### config.mk
export PLATFORM = sky130hd
export DESIGN_NAME = fp32_to_fp8_saturating_cast
export DESIGN_NICKNAME = d
export VERILOG_FILES = /design/src/rtl/core/f8c_pkg.sv /design/src/rtl/core/f8c_convert.sv /design/src/rtl/core/fp32_to_fp8_saturating_cast.sv
export VERILOG_INCLUDE_DIRS = /design/src /design/src/rtl/core
export SDC_FILE = /design/constraint.sdc
export NUM_CORES = 1
export LEC_CHECK = 0
export ABC_CLOCK_PERIOD_IN_PS = 16000
export BUFFER_PORTS_ARGS = -buffer_cell sky130_fd_sc_hd__buf_2
export CAP_MARGIN = 20
export CORE_MARGIN = 3
export CORE_UTILIZATION = 45
export CTS_BUF_LIST = sky130_fd_sc_hd__clkbuf_8
export DETAILED_ROUTE_END_ITERATION = 7
export PLACE_DENSITY_LB_ADDON = 0.1
export SYNTH_ARGS = -nofsm -noshare
export SYNTH_HDL_FRONTEND = slang
export SYNTH_SLANG_ARGS = --single-unit
### constraint.sdc
create_clock -name aclk -period 16 [get_ports aclk]
set_input_delay 0.8 -clock aclk [delete_from_list [all_inputs] [get_ports aclk]]
set_output_delay 0.8 -clock aclk [all_outputs]
set_load 0.005 [all_outputs]
### src/rtl/core/fp32_to_fp8_saturating_cast_defines.svh
// ----------------------------------------------------------------------------
// fp32_to_fp8_saturating_cast_defines
// Assertion macros for the fp32 to fp8 cast block.
// ----------------------------------------------------------------------------
`ifndef FP32_TO_FP8_SATURATING_CAST_DEFINES_SVH
`define FP32_TO_FP8_SATURATING_CAST_DEFINES_SVH

// Implication checked on every rising clock edge outside reset
`define F8C_ASSERT_IMP(label, clk, rstn, ante, cons, msg) \
    label: assert property (@(posedge clk) disable iff (!rstn) (ante) |-> (cons)) \
        else $error(msg);

// Next-cycle implication checked outside reset
`define F8C_ASSERT_NEXT(label, clk, rstn, ante, cons, msg) \
    label: assert property (@(posedge clk) disable iff (!rstn) (ante) |=> (cons)) \
        else $error(msg);

`endif

### src/rtl/core/f8c_pkg.sv
// ----------------------------------------------------------------------------
// f8c_pkg
// Shared types, format tables and conversion function for the fp8 cast.
// ----------------------------------------------------------------------------
`default_nettype none

package f8c_pkg;

    typedef enum logic [1:0] {
        FMT_E4M3FN   = 2'd0,
        FMT_E4M3FNUZ = 2'd1,
        FMT_E5M2     = 2'd2,
        FMT_E5M2FNUZ = 2'd3
    } fp8_fmt_t;

    // Per-format constants decoded from the format register
    typedef struct packed {
        logic       mb3;     // 3 mantissa bits when set, else 2
        logic [7:0] sublo;
        logic [7:0] subtop;
        logic [7:0] ovf;
        logic [6:0] maxc;
        logic [7:0] nan;
        logic       fnuz;
    } fmt_info_t;

    function automatic fmt_info_t fmt_info(input fp8_fmt_t f);
        fmt_info_t r;
        case (f)
            FMT_E4M3FN:   r = '{1'b1, 8'd117, 8'd120, 8'd136, 7'h7E, 8'h7F, 1'b0};
            FMT_E4M3FNUZ: r = '{1'b1, 8'd116, 8'd119, 8'd135, 7'h7F, 8'h80, 1'b1};
            FMT_E5M2:     r = '{1'b0, 8'd110, 8'd112, 8'd143, 7'h7B, 8'h7E, 1'b0};
            FMT_E5M2FNUZ: r = '{1'b0, 8'd109, 8'd111, 8'd143, 7'h7F, 8'h80, 1'b1};
            default:      r = '{1'b1, 8'd117, 8'd120, 8'd136, 7'h7E, 8'h7F, 1'b0};
        endcase
        return r;
    endfunction

endpackage

`default_nettype wire

### src/rtl/core/f8c_convert.sv
// ----------------------------------------------------------------------------
// f8c_convert
// Combinational binary32 to fp8 conversion with round to nearest even.
// ----------------------------------------------------------------------------
`default_nettype none

module f8c_convert (
    input  wire logic [31:0]           single_bits,
    input  wire f8c_pkg::fp8_fmt_t     fmt,
    output logic [7:0]                 fp8_bits
);

    f8c_pkg::fmt_info_t fi;
    logic [7:0]  e;
    logic [22:0] m;
    logic [7:0]  sgn;
    logic [2:0]  mb;
    logic [7:0]  d;
    logic [22:0] mask;
    logic [7:0]  val;
    logic        rnd;
    logic [22:0] half;
    logic [7:0]  hi;

    always_comb begin
        fi   = f8c_pkg::fmt_info(fmt);
        e    = single_bits[30:23];
        m    = single_bits[22:0];
        sgn  = {single_bits[31], 7'd0};
        mb   = fi.mb3 ? 3'd3 : 3'd2;
        d    = 8'd0;
        mask = '0;
        val  = sgn;
        rnd  = 1'b0;
        half = '0;
        hi   = '0;
        if (single_bits[30:0] == 31'h7F800000) begin
            fp8_bits = sgn | {1'b0, fi.maxc};
        end else if (e == 8'hFF) begin
            fp8_bits = fi.fnuz ? 8'h80 : (sgn | fi.nan);
        end else if (e < fi.sublo) begin
            fp8_bits = fi.fnuz ? 8'h00 : sgn;
        end else if (e <= fi.subtop) begin
            // subnormal band
            d    = fi.subtop - e;
            mask = 23'd1 << (5'd23 - 5'(mb) + 5'(d));
            if (d < 8'(mb)) begin
                val = val | (8'd1 << (3'(mb) - 3'd1 - 3'(d)));
                val = val | 8'(m >> (5'd24 - 5'(mb) + 5'(d)));
            end else if (m != '0) begin
                val = val | 8'd1;
            end else if (fi.fnuz) begin
                val = 8'd0;
            end
            rnd = ((m & mask) != '0) &&
                  (val[0] || ((m & (mask - 23'd1)) != '0) ||
                   (((m & (mask << 1)) != '0) && ((m & (mask - 23'd1)) == '0)));
            fp8_bits = rnd ? (val + 8'd1) : val;
        end else if (e < fi.ovf) begin
            // normal band
            half = 23'd1 << (5'd22 - 5'(mb));
            hi   = (8'(e - fi.subtop) << mb) & 8'h7F;
            val  = val | hi | 8'(m >> (5'd23 - 5'(mb)));
            if (val[6:0] > fi.maxc)
                val = (val & 8'h80) | {1'b0, fi.maxc};
            if (((m & half) != '0) &&
                (((m & (half << 1)) != '0) || ((m & (half - 23'd1)) != '0))) begin
                if (val[6:0] < fi.maxc)
                    val = val + 8'd1;
            end
            fp8_bits = val;
        end else begin
            fp8_bits = sgn | {1'b0, fi.maxc};
        end
    end

endmodule

`default_nettype wire

### src/rtl/core/fp32_to_fp8_saturating_cast.sv
// ----------------------------------------------------------------------------
// fp32_to_fp8_saturating_cast
// Streams binary32 values and returns fp8 codes in a selectable format.
// ----------------------------------------------------------------------------
// Channel   | Ports                             | Direction
// s_ (in)   | s_valid s_ready s_single_bits     | request in
// m_ (out)  | m_valid m_ready m_fp8_bits        | request out
// cfg       | cfg_we cfg_wdata                  | format register
//
// One request per cycle while the result register is not stalled; input register, then result register.
// The conversion is one pass of logic between the two registers.
// Reset (aresetn low, synchronous) clears valids and selects E4M3FN.
// A stalled result register stalls the input register; ready is the
// input slot being empty, or the result slot being free or draining.
`default_nettype none
`include "fp32_to_fp8_saturating_cast_defines.svh"

module fp32_to_fp8_saturating_cast (
    input  wire logic        aclk,
    input  wire logic        aresetn,
    input  wire logic        cfg_we,
    input  wire logic [1:0]  cfg_wdata,
    input  wire logic        s_valid,
    output logic             s_ready,
    input  wire logic [31:0] s_single_bits,
    output logic             m_valid,
    input  wire logic        m_ready,
    output logic [7:0]       m_fp8_bits
);

    f8c_pkg::fp8_fmt_t fmt_reg;
    logic        in_valid_reg;
    logic [31:0] in_bits_reg;
    logic        out_valid_reg;
    logic [7:0]  out_bits_reg;
    logic [7:0]  conv_bits;
    logic        adv;

    // result stage advances when empty or being taken
    assign adv     = !out_valid_reg || m_ready;
    assign s_ready = !in_valid_reg || adv;
    assign m_valid    = out_valid_reg;
    assign m_fp8_bits = out_bits_reg;

    // format register
    always_ff @(posedge aclk) begin
        if (!aresetn) begin
            fmt_reg <= f8c_pkg::FMT_E4M3FN;
        end else if (cfg_we) begin
            fmt_reg <= f8c_pkg::fp8_fmt_t'(cfg_wdata);
        end
    end

    // input register
    always_ff @(posedge aclk) begin
        if (!aresetn) begin
            in_valid_reg <= 1'b0;
        end else if (s_ready) begin
            in_valid_reg <= s_valid;
        end
        if (s_ready && s_valid) begin
            in_bits_reg <= s_single_bits;
        end
    end

    f8c_convert u_convert (
        .single_bits (in_bits_reg),
        .fmt         (fmt_reg),
        .fp8_bits    (conv_bits)
    );

    // result register
    always_ff @(posedge aclk) begin
        if (!aresetn) begin
            out_valid_reg <= 1'b0;
        end else if (adv) begin
            out_valid_reg <= in_valid_reg;
        end
        if (adv && in_valid_reg) begin
            out_bits_reg <= conv_bits;
        end
    end

    `F8C_ASSERT_NEXT(a_out_hold, aclk, aresetn,
        out_valid_reg && !m_ready, out_valid_reg, "result dropped while stalled")
    `F8C_ASSERT_IMP(a_ready_stall, aclk, aresetn,
        in_valid_reg && out_valid_reg && !m_ready, !s_ready, "accepted into full pipe")
    `F8C_ASSERT_NEXT(a_fill, aclk, aresetn,
        in_valid_reg && adv, out_valid_reg, "result lost on advance")

endmodule

`default_nettype wire
==> results of run 1 <==
worst max path at each step:
stage / start / to / slack, ns
after floorplan: fmt_reg[1] / m_fp8_bits[4] / 9.54
after global placement: fmt_reg[1] / m_fp8_bits[4] / 8.98
after detailed placement: fmt_reg[1] / m_fp8_bits[4] / 8.74
after CTS: fmt_reg[1] / m_fp8_bits[4] / 8.74
after global routing: fmt_reg[1] / m_fp8_bits[4] / 8.14
final: fmt_reg[1] / m_fp8_bits[4] / 8.65
cells by family (layout without fill, tap and decap cells):
logic type,Yosys count,in the layout,synth area share
and+or+nand+nor,231,231,0.211
DFF,44,44,0.228
xor gates and xnor gates,24,24,0.0374
muxes,61,61,0.146
buffers and inverters,66,90,0.0506
adders and majority gates,35,35,0.0794
AOI/OAI and AO/OA,196,196,0.247
area by class of cell:
| cell class | count | share of cell area |
|---|---|---|
| multi-input combinational | 547 | 0.666 |
| sequential | 44 | 0.211 |
| timing repair buffer | 57 | 0.0503 |
| tap | 168 | 0.0346 |
| inverter | 25 | 0.0159 |
| clock buffer | 5 | 0.0113 |
| clock inverter | 3 | 0.0105 |
power by group:
part           switching [mW]  internal (mW)  total [mW]
Combinational           0.247          0.163       0.410
Clock                  0.0474         0.0619       0.109
Sequential             0.0125          0.134       0.147
metrics by stage:
stage                     instance area, um^2  utilization  std cells  setup WS, ns  power, mW
after global routing                     6070        0.501        849          8.14      0.710
after detailed placement                 5940        0.490        840          8.74      0.551
after floorplan                          5610            -        657          9.54      0.461
after CTS                                6070        0.501        848          8.74      0.661
after global placement                   5940        0.490        840          8.98      0.547
final                                    6070        0.501        849          8.65      0.666
Yosys cell counts (all sizes together), types with 4 or more instances:
library cell | number | area share
clkbuf | 26 | 0.017
a31oi | 11 | 0.012
nor2 | 47 | 0.032
xnor2 | 17 | 0.027
nor4 | 10 | 0.013
nor2b | 14 | 0.016
inv | 25 | 0.017
or3 | 5 | 0.0065
a22oi | 9 | 0.012
o211ai | 8 | 0.011
a21oi | 46 | 0.041
o41ai | 4 | 0.0076
a21o | 4 | 0.0054
nor3 | 19 | 0.018
buf | 15 | 0.016
mux2 | 17 | 0.034
nand3 | 13 | 0.012
edfxtp | 40 | 0.21
nand2 | 65 | 0.043
nand2b | 10 | 0.011
a31o | 4 | 0.0062
xor2 | 7 | 0.011
ha | 34 | 0.076
a211oi | 5 | 0.0089
nand4 | 8 | 0.0089
mux2i | 30 | 0.056
mux4 | 14 | 0.056
a221oi | 4 | 0.0062
and2 | 12 | 0.014
and3 | 6 | 0.0067
o221ai | 4 | 0.0074
or2 | 5 | 0.0056
o31ai | 5 | 0.0067
o31a | 7 | 0.011
o21ai | 30 | 0.027
o22ai | 7 | 0.0078
dfxtp | 4 | 0.014
nand3b | 4 | 0.0054
o21a | 7 | 0.0094
critical path, stage by stage, from the launching register on:
cell and delay [ns]:
dfxtp_1 0.55, inv_1 0.18, ha_1 0.28, nor2_1 0.46, ha_1 0.34, ha_1 0.23, or2_1 0.23, o221ai_2 0.62
inv_2 0.24, ha_1 0.29, a21oi_1 0.18, xor2_1 0.11, or3_4 0.37, and2_1 0.17, buf_4 0.22, or3_1 0.38
ha_1 0.34, o31a_1 0.20, xor2_1 0.17, a221o_1 0.36, nor4_2 0.42, a31oi_1 0.31, and3_1 0.23, o31a_1 0.23
routing by layer:
layer  track usage  part of all wire  up-vias
met3        0.0288             0.050       40
li1              -                 -     2573
met5             0                 0        -
met1         0.332              0.43     2558
met2         0.432              0.49      213
met4         0.101             0.031        0
==> metrics.cfg, run 1 <==
[status]
status = finished, final reports clean

[timing]
rsz0062_at_grt = no
tns_ns = 0
period_share = 0.459
setup_viol = 0
skew_ns = 0.0115
tightestPinTransition_ns = 0.992
hold_viol_final = 0
relSlewSlack = 0.334
max_freq_mhz = 136
min_period_ns = 7.35
finalMaxSlewViolations = 0
hold_ws_ns = 0.538

[placed_design]
port_buffers = 48
globalplace.congestion = 0.966
post-dp-hpwl_um = 13400

[critical_path]
worstRegToRegCells = 23
path_class = register to register
r2r_slack_ns = 8.65
r2r_end = m_fp8_bits[4]
worstPathRequired_ns = 16.09
cp_max_fo = 26
worst_setup_path_start_kind = register
arrival_ns = 7.44
reg2reg_from = fmt_reg[1]
crit_path_end_kind = register

[global_routing]
track_usage = 0.255
antenna_found_initial = 0
grt_overflow = 0
grt_max_degree = 50
grt_pass1_vias = 5124
grt_pass1_wl_um = 28200

[routing]
via_per_inst = 6.34
ant_nets = 0
detail_route.wirelength_um = 17800
post-route-drc-count = 0
wl_per_cell_um = 20.9
num_vias = 5384
drt_iter0_markers = 423
dr.pass1.iters = 5

[yosys]
syn-cell-area_um2 = 5610
synth_ff_type = edfxtp_1
synth_edf_count = 40
syn_inst = 657
syn_avg_cell_area_um2 = 8.54
yosys_warnings = 0
ys_ff_latch = 44
ys_async_sr_fraction = 0
ys_seq_area_frac = 0.228
ys_types = 86
synthesis.nets = 731

[cells_and_area]
final_cell_mix = 65 x nand2_1, 48 x buf_2, 46 x nor2_1, 46 x a21oi_1, 40 x edfxtp_1
final_common_cell = nand2_1
largest_reg_flops = 32
layout.nets = 754
diodes = 0
multi_input_area_um2 = 4050
fillers = 1212
layout-drive-gt1-share = 0.170
syn2layout_area_growth_pct = 8.20
seq_area_um2 = 1280

[floorplan]
fp.dieW_um = 118
start_util = 0.463
rows = 40
die_area_um2 = 13800
coreArea_um2 = 12100
io-pin-count = 49
die_h_um = 118

[clock_tree]
h-tree-depth = 2
ctsResizeCount = 0
clk_pin_slew_worst_paths_ns = 0.10
post_cts_buffers = 0
cts_tree = built
clockRootBuffer = clkbuf_8
clock_sinks = 44
cts_inserted_buffers = 5
ctsHoldBuffers = 0
insertion_delay_ns = 0.34
max-clock-path-buffers = 2

[pwr]
ir_drop_mv = 0.0475
total_leakage_power_nw = 2.30
p_per_area_nw_per_um2 = 110

[min_path]
whs_path_depth = 1
hold_path_end = m_valid
min_from = in_valid_reg
hold_class = register to register

[run]
maxCapViolCount = 0

(Power assumes the default switching activity.)
==> inputs of run 2 (changes only) <==
--- a/config.mk
+++ b/config.mk
@@ -6,7 +6,7 @@
 export SDC_FILE = /design/constraint.sdc
 export NUM_CORES = 1
 export LEC_CHECK = 0
-export ABC_CLOCK_PERIOD_IN_PS = 16000
+export ABC_CLOCK_PERIOD_IN_PS = 7300
 export BUFFER_PORTS_ARGS = -buffer_cell sky130_fd_sc_hd__buf_2
 export CAP_MARGIN = 20
 export CORE_MARGIN = 3
==> constraint.sdc (replaced) <==
create_clock -name aclk -period 7.3 [get_ports aclk]
set_input_delay 0.365 -clock aclk [delete_from_list [all_inputs] [get_ports aclk]]
set_output_delay 0.365 -clock aclk [all_outputs]
set_load 0.005 [all_outputs]
==> run 2 against run 1 <==
  * Power increased by 120%
  * Sequential power increased by 120%
  * Flip-flop and latch count did not move
  * Wire length increased by 1.1%
  * Critical endpoint unchanged
  * Highest routed layer unchanged
==> metrics.cfg, run 2 (same netlist as run 1, synthesis figures left out) <==
[status]
status = finished, final reports clean  ; unchanged

[cells_and_area]
syn2layout_area_growth_pct = 8.25  ; was 8.20%
stdcell_count = 851  ; was 849
final_common_cell = nand2_1  ; unchanged
layout-drive-gt1-share = 0.176  ; was 0.170
diodes = 0  ; unchanged
largest_reg_flops = 32  ; unchanged
layout.nets = 756  ; was 754
fillers = 1204  ; was 1,212
final_cell_mix = 65 x nand2_1, 48 x buf_2, 46 x nor2_1, 46 x a21oi_1, 40 x edfxtp_1  ; unchanged

[clock_tree]
post_cts_buffers = 0  ; unchanged
ctsResizeCount = 0  ; unchanged
insertion_delay_ns = 0.34  ; about the same
ctsHoldBuffers = 0  ; unchanged
clockRootBuffer = clkbuf_8  ; unchanged
cts_inserted_buffers = 5  ; unchanged
clock_sinks = 44  ; unchanged
clk_pin_slew_worst_paths_ns = 0.12  ; was 0.10 ns
h-tree-depth = 2  ; unchanged
cts_tree = built  ; unchanged
max-clock-path-buffers = 2  ; unchanged

[pwr]
p_per_area_nw_per_um2 = 236  ; was 110 nW/um^2
ir_drop_mv = 0.121  ; was 0.0475 mV
total_leakage_power_nw = 2.30  ; about the same

[timing]
finalMaxSlewViolations = 0  ; unchanged
hold_viol_final = 0  ; unchanged
setup_viol = 0  ; unchanged
tns_ns = 0  ; unchanged
period_share = 0.923  ; was 0.459
skew_ns = 0.0259  ; was 0.0115 ns
relSlewSlack = 0.296  ; was 0.334
min_period_ns = 6.74  ; was 7.35 ns
tightestPinTransition_ns = 1.05  ; was 0.992 ns
max_freq_mhz = 148  ; was 136 MHz
rsz0062_at_grt = no  ; unchanged

[routing]
via_per_inst = 6.32  ; was 6.34
num_vias = 5377  ; was 5,384
ant_nets = 0  ; unchanged
wl_per_cell_um = 21.1  ; was 20.9 um
drt_iter0_markers = 381  ; was 423
dr.pass1.iters = 4  ; was 5
post-route-drc-count = 0  ; unchanged
detail_route.wirelength_um = 18000  ; was 17,800 um

[min_path]
min_from = s_single_bits[23]  ; was in_valid_reg
hold_class = primary input to register  ; was register to register

[critical_path]
cp_top_family = simple AND/OR/NAND/NOR gates  ; unchanged
crit_start = fmt_reg[1]  ; unchanged
crit_path_cell_trace = inv_1, ha_1, nor2_1, ha_1, ha_1, or2_1, o221ai_2, buf_4, ha_1, a21oi_1, xor2_1, or3_4, and2_1, or3_1, ha_1, o31a_1, xor2_1, a221o_1, nor4_2, a31oi_1, and3_1, o31a_1  ; was inv_1, ha_1, nor2_1, ha_1, ha_1, or2_1, o221ai_2, inv_2, ha_1, a21oi_1, xor2_1, or3_4, and2_1, buf_4, or3_1, ha_1, o31a_1, xor2_1, a221o_1, nor4_2, a31oi_1, and3_1, o31a_1
arrival_ns = 6.83  ; was 7.44 ns
crit_top_cell = ha_1  ; unchanged
path_class = register to register  ; unchanged
worst_path_max_delay_cell = dfxtp_1  ; was o221ai_2
worstPathRequired_ns = 7.39  ; was 16.09 ns
reg2reg_from = fmt_reg[1]  ; unchanged
crit_buf_inv = 2  ; was 3
r2r_slack_ns = 0.56  ; was 8.65 ns
slowest_delay_ns = 0.56  ; was 0.62 ns
worst_setup_path_start_kind = register  ; unchanged
cp_max_fo = 14  ; was 26
crit_path_end_kind = register  ; unchanged

[placed_design]
post-place-cells = 843  ; was 840
port_buffers = 48  ; unchanged
post-dp-hpwl_um = 13700  ; was 13,400 um
globalplace.congestion = 0.975  ; was 0.966

[floorplan]
die_h_um = 118  ; unchanged
die_area_um2 = 13800  ; unchanged
coreArea_um2 = 12100  ; unchanged
start_util = 0.463  ; unchanged
io-pin-count = 49  ; unchanged
rows = 40  ; unchanged
fp.dieW_um = 118  ; unchanged

[global_routing]
antenna_found_initial = 0  ; unchanged
grt_pass1_vias = 5212  ; was 5,124
grt_overflow = 0  ; unchanged
grt_max_degree = 33  ; was 50
grt_pass1_wl_um = 28400  ; was 28,200 um
track_usage = 0.256  ; was 0.255

[run]
maxCapViolCount = 0  ; unchanged

run 2: metrics by stage:
step | hold WS [ns] | instance area [um^2] | total power, mW | setup slack (ns) | utilization
after floorplan | 0.464 | 5610 | 1.01 | 0.844 | -
after global placement | 0.502 | 5960 | 1.22 | 0.860 | 0.492
after detailed placement | 0.521 | 5960 | 1.22 | 0.707 | 0.492
after CTS | 0.182 | 6070 | 1.43 | 0.651 | 0.501
after global routing | 0.192 | 6080 | 1.54 | 0.0417 | 0.502
final | 0.190 | 6080 | 1.44 | 0.564 | 0.502
run 2: final cells by class:
type | count | area, um^2 | area share
clock inverters | 3 | 46.3 | 0.00762
inverters | 25 | 96.3 | 0.0159
repair buffers | 59 | 323 | 0.0531
clock buffers | 5 | 68.8 | 0.0113
well taps | 168 | 210 | 0.0346
multi-input cells | 547 | 4050 | 0.667
flip-flops and latches | 44 | 1280 | 0.211
run 2: final timing paths:
check	endpoint	cells after the start
min reg2reg	m_valid	1
max reg2reg	m_fp8_bits[4]	22
min	in_bits_reg[23]	1
max	m_fp8_bits[4]	22
run 2: where the power goes:
| part | total (mW) | internal, mW | leakage, nW | switching, mW |
|---|---|---|---|---|
| Sequential | 0.323 | 0.294 | 0.422 | 0.0289 |
| Combinational | 0.901 | 0.364 | 1.82 | 0.536 |
| Clock | 0.213 | 0.103 | 0.0548 | 0.109 |
run 2: per-layer routing:
metal	share of wire	vias to the layer above	track usage
met5	0	-	0
met4	0.036	0	0.100
met3	0.057	45	0.0399
met2	0.49	195	0.441
met1	0.42	2573	0.321
li1	-	2564	-
run 2: worst reg2reg max path, stage by stage (launching register included):
cell      delay, ns
dfxtp_1        0.56
inv_1          0.19
ha_1           0.29
nor2_1         0.43
ha_1           0.33
ha_1           0.23
or2_1          0.23
o221ai_2       0.21
buf_4          0.25
ha_1           0.20
a21oi_1        0.08
xor2_1         0.17
or3_4          0.37
and2_1         0.22
or3_1          0.37
ha_1           0.35
o31a_1         0.21
xor2_1         0.17
a221o_1        0.37
nor4_2         0.47
a31oi_1        0.33
and3_1         0.23
o31a_1         0.23
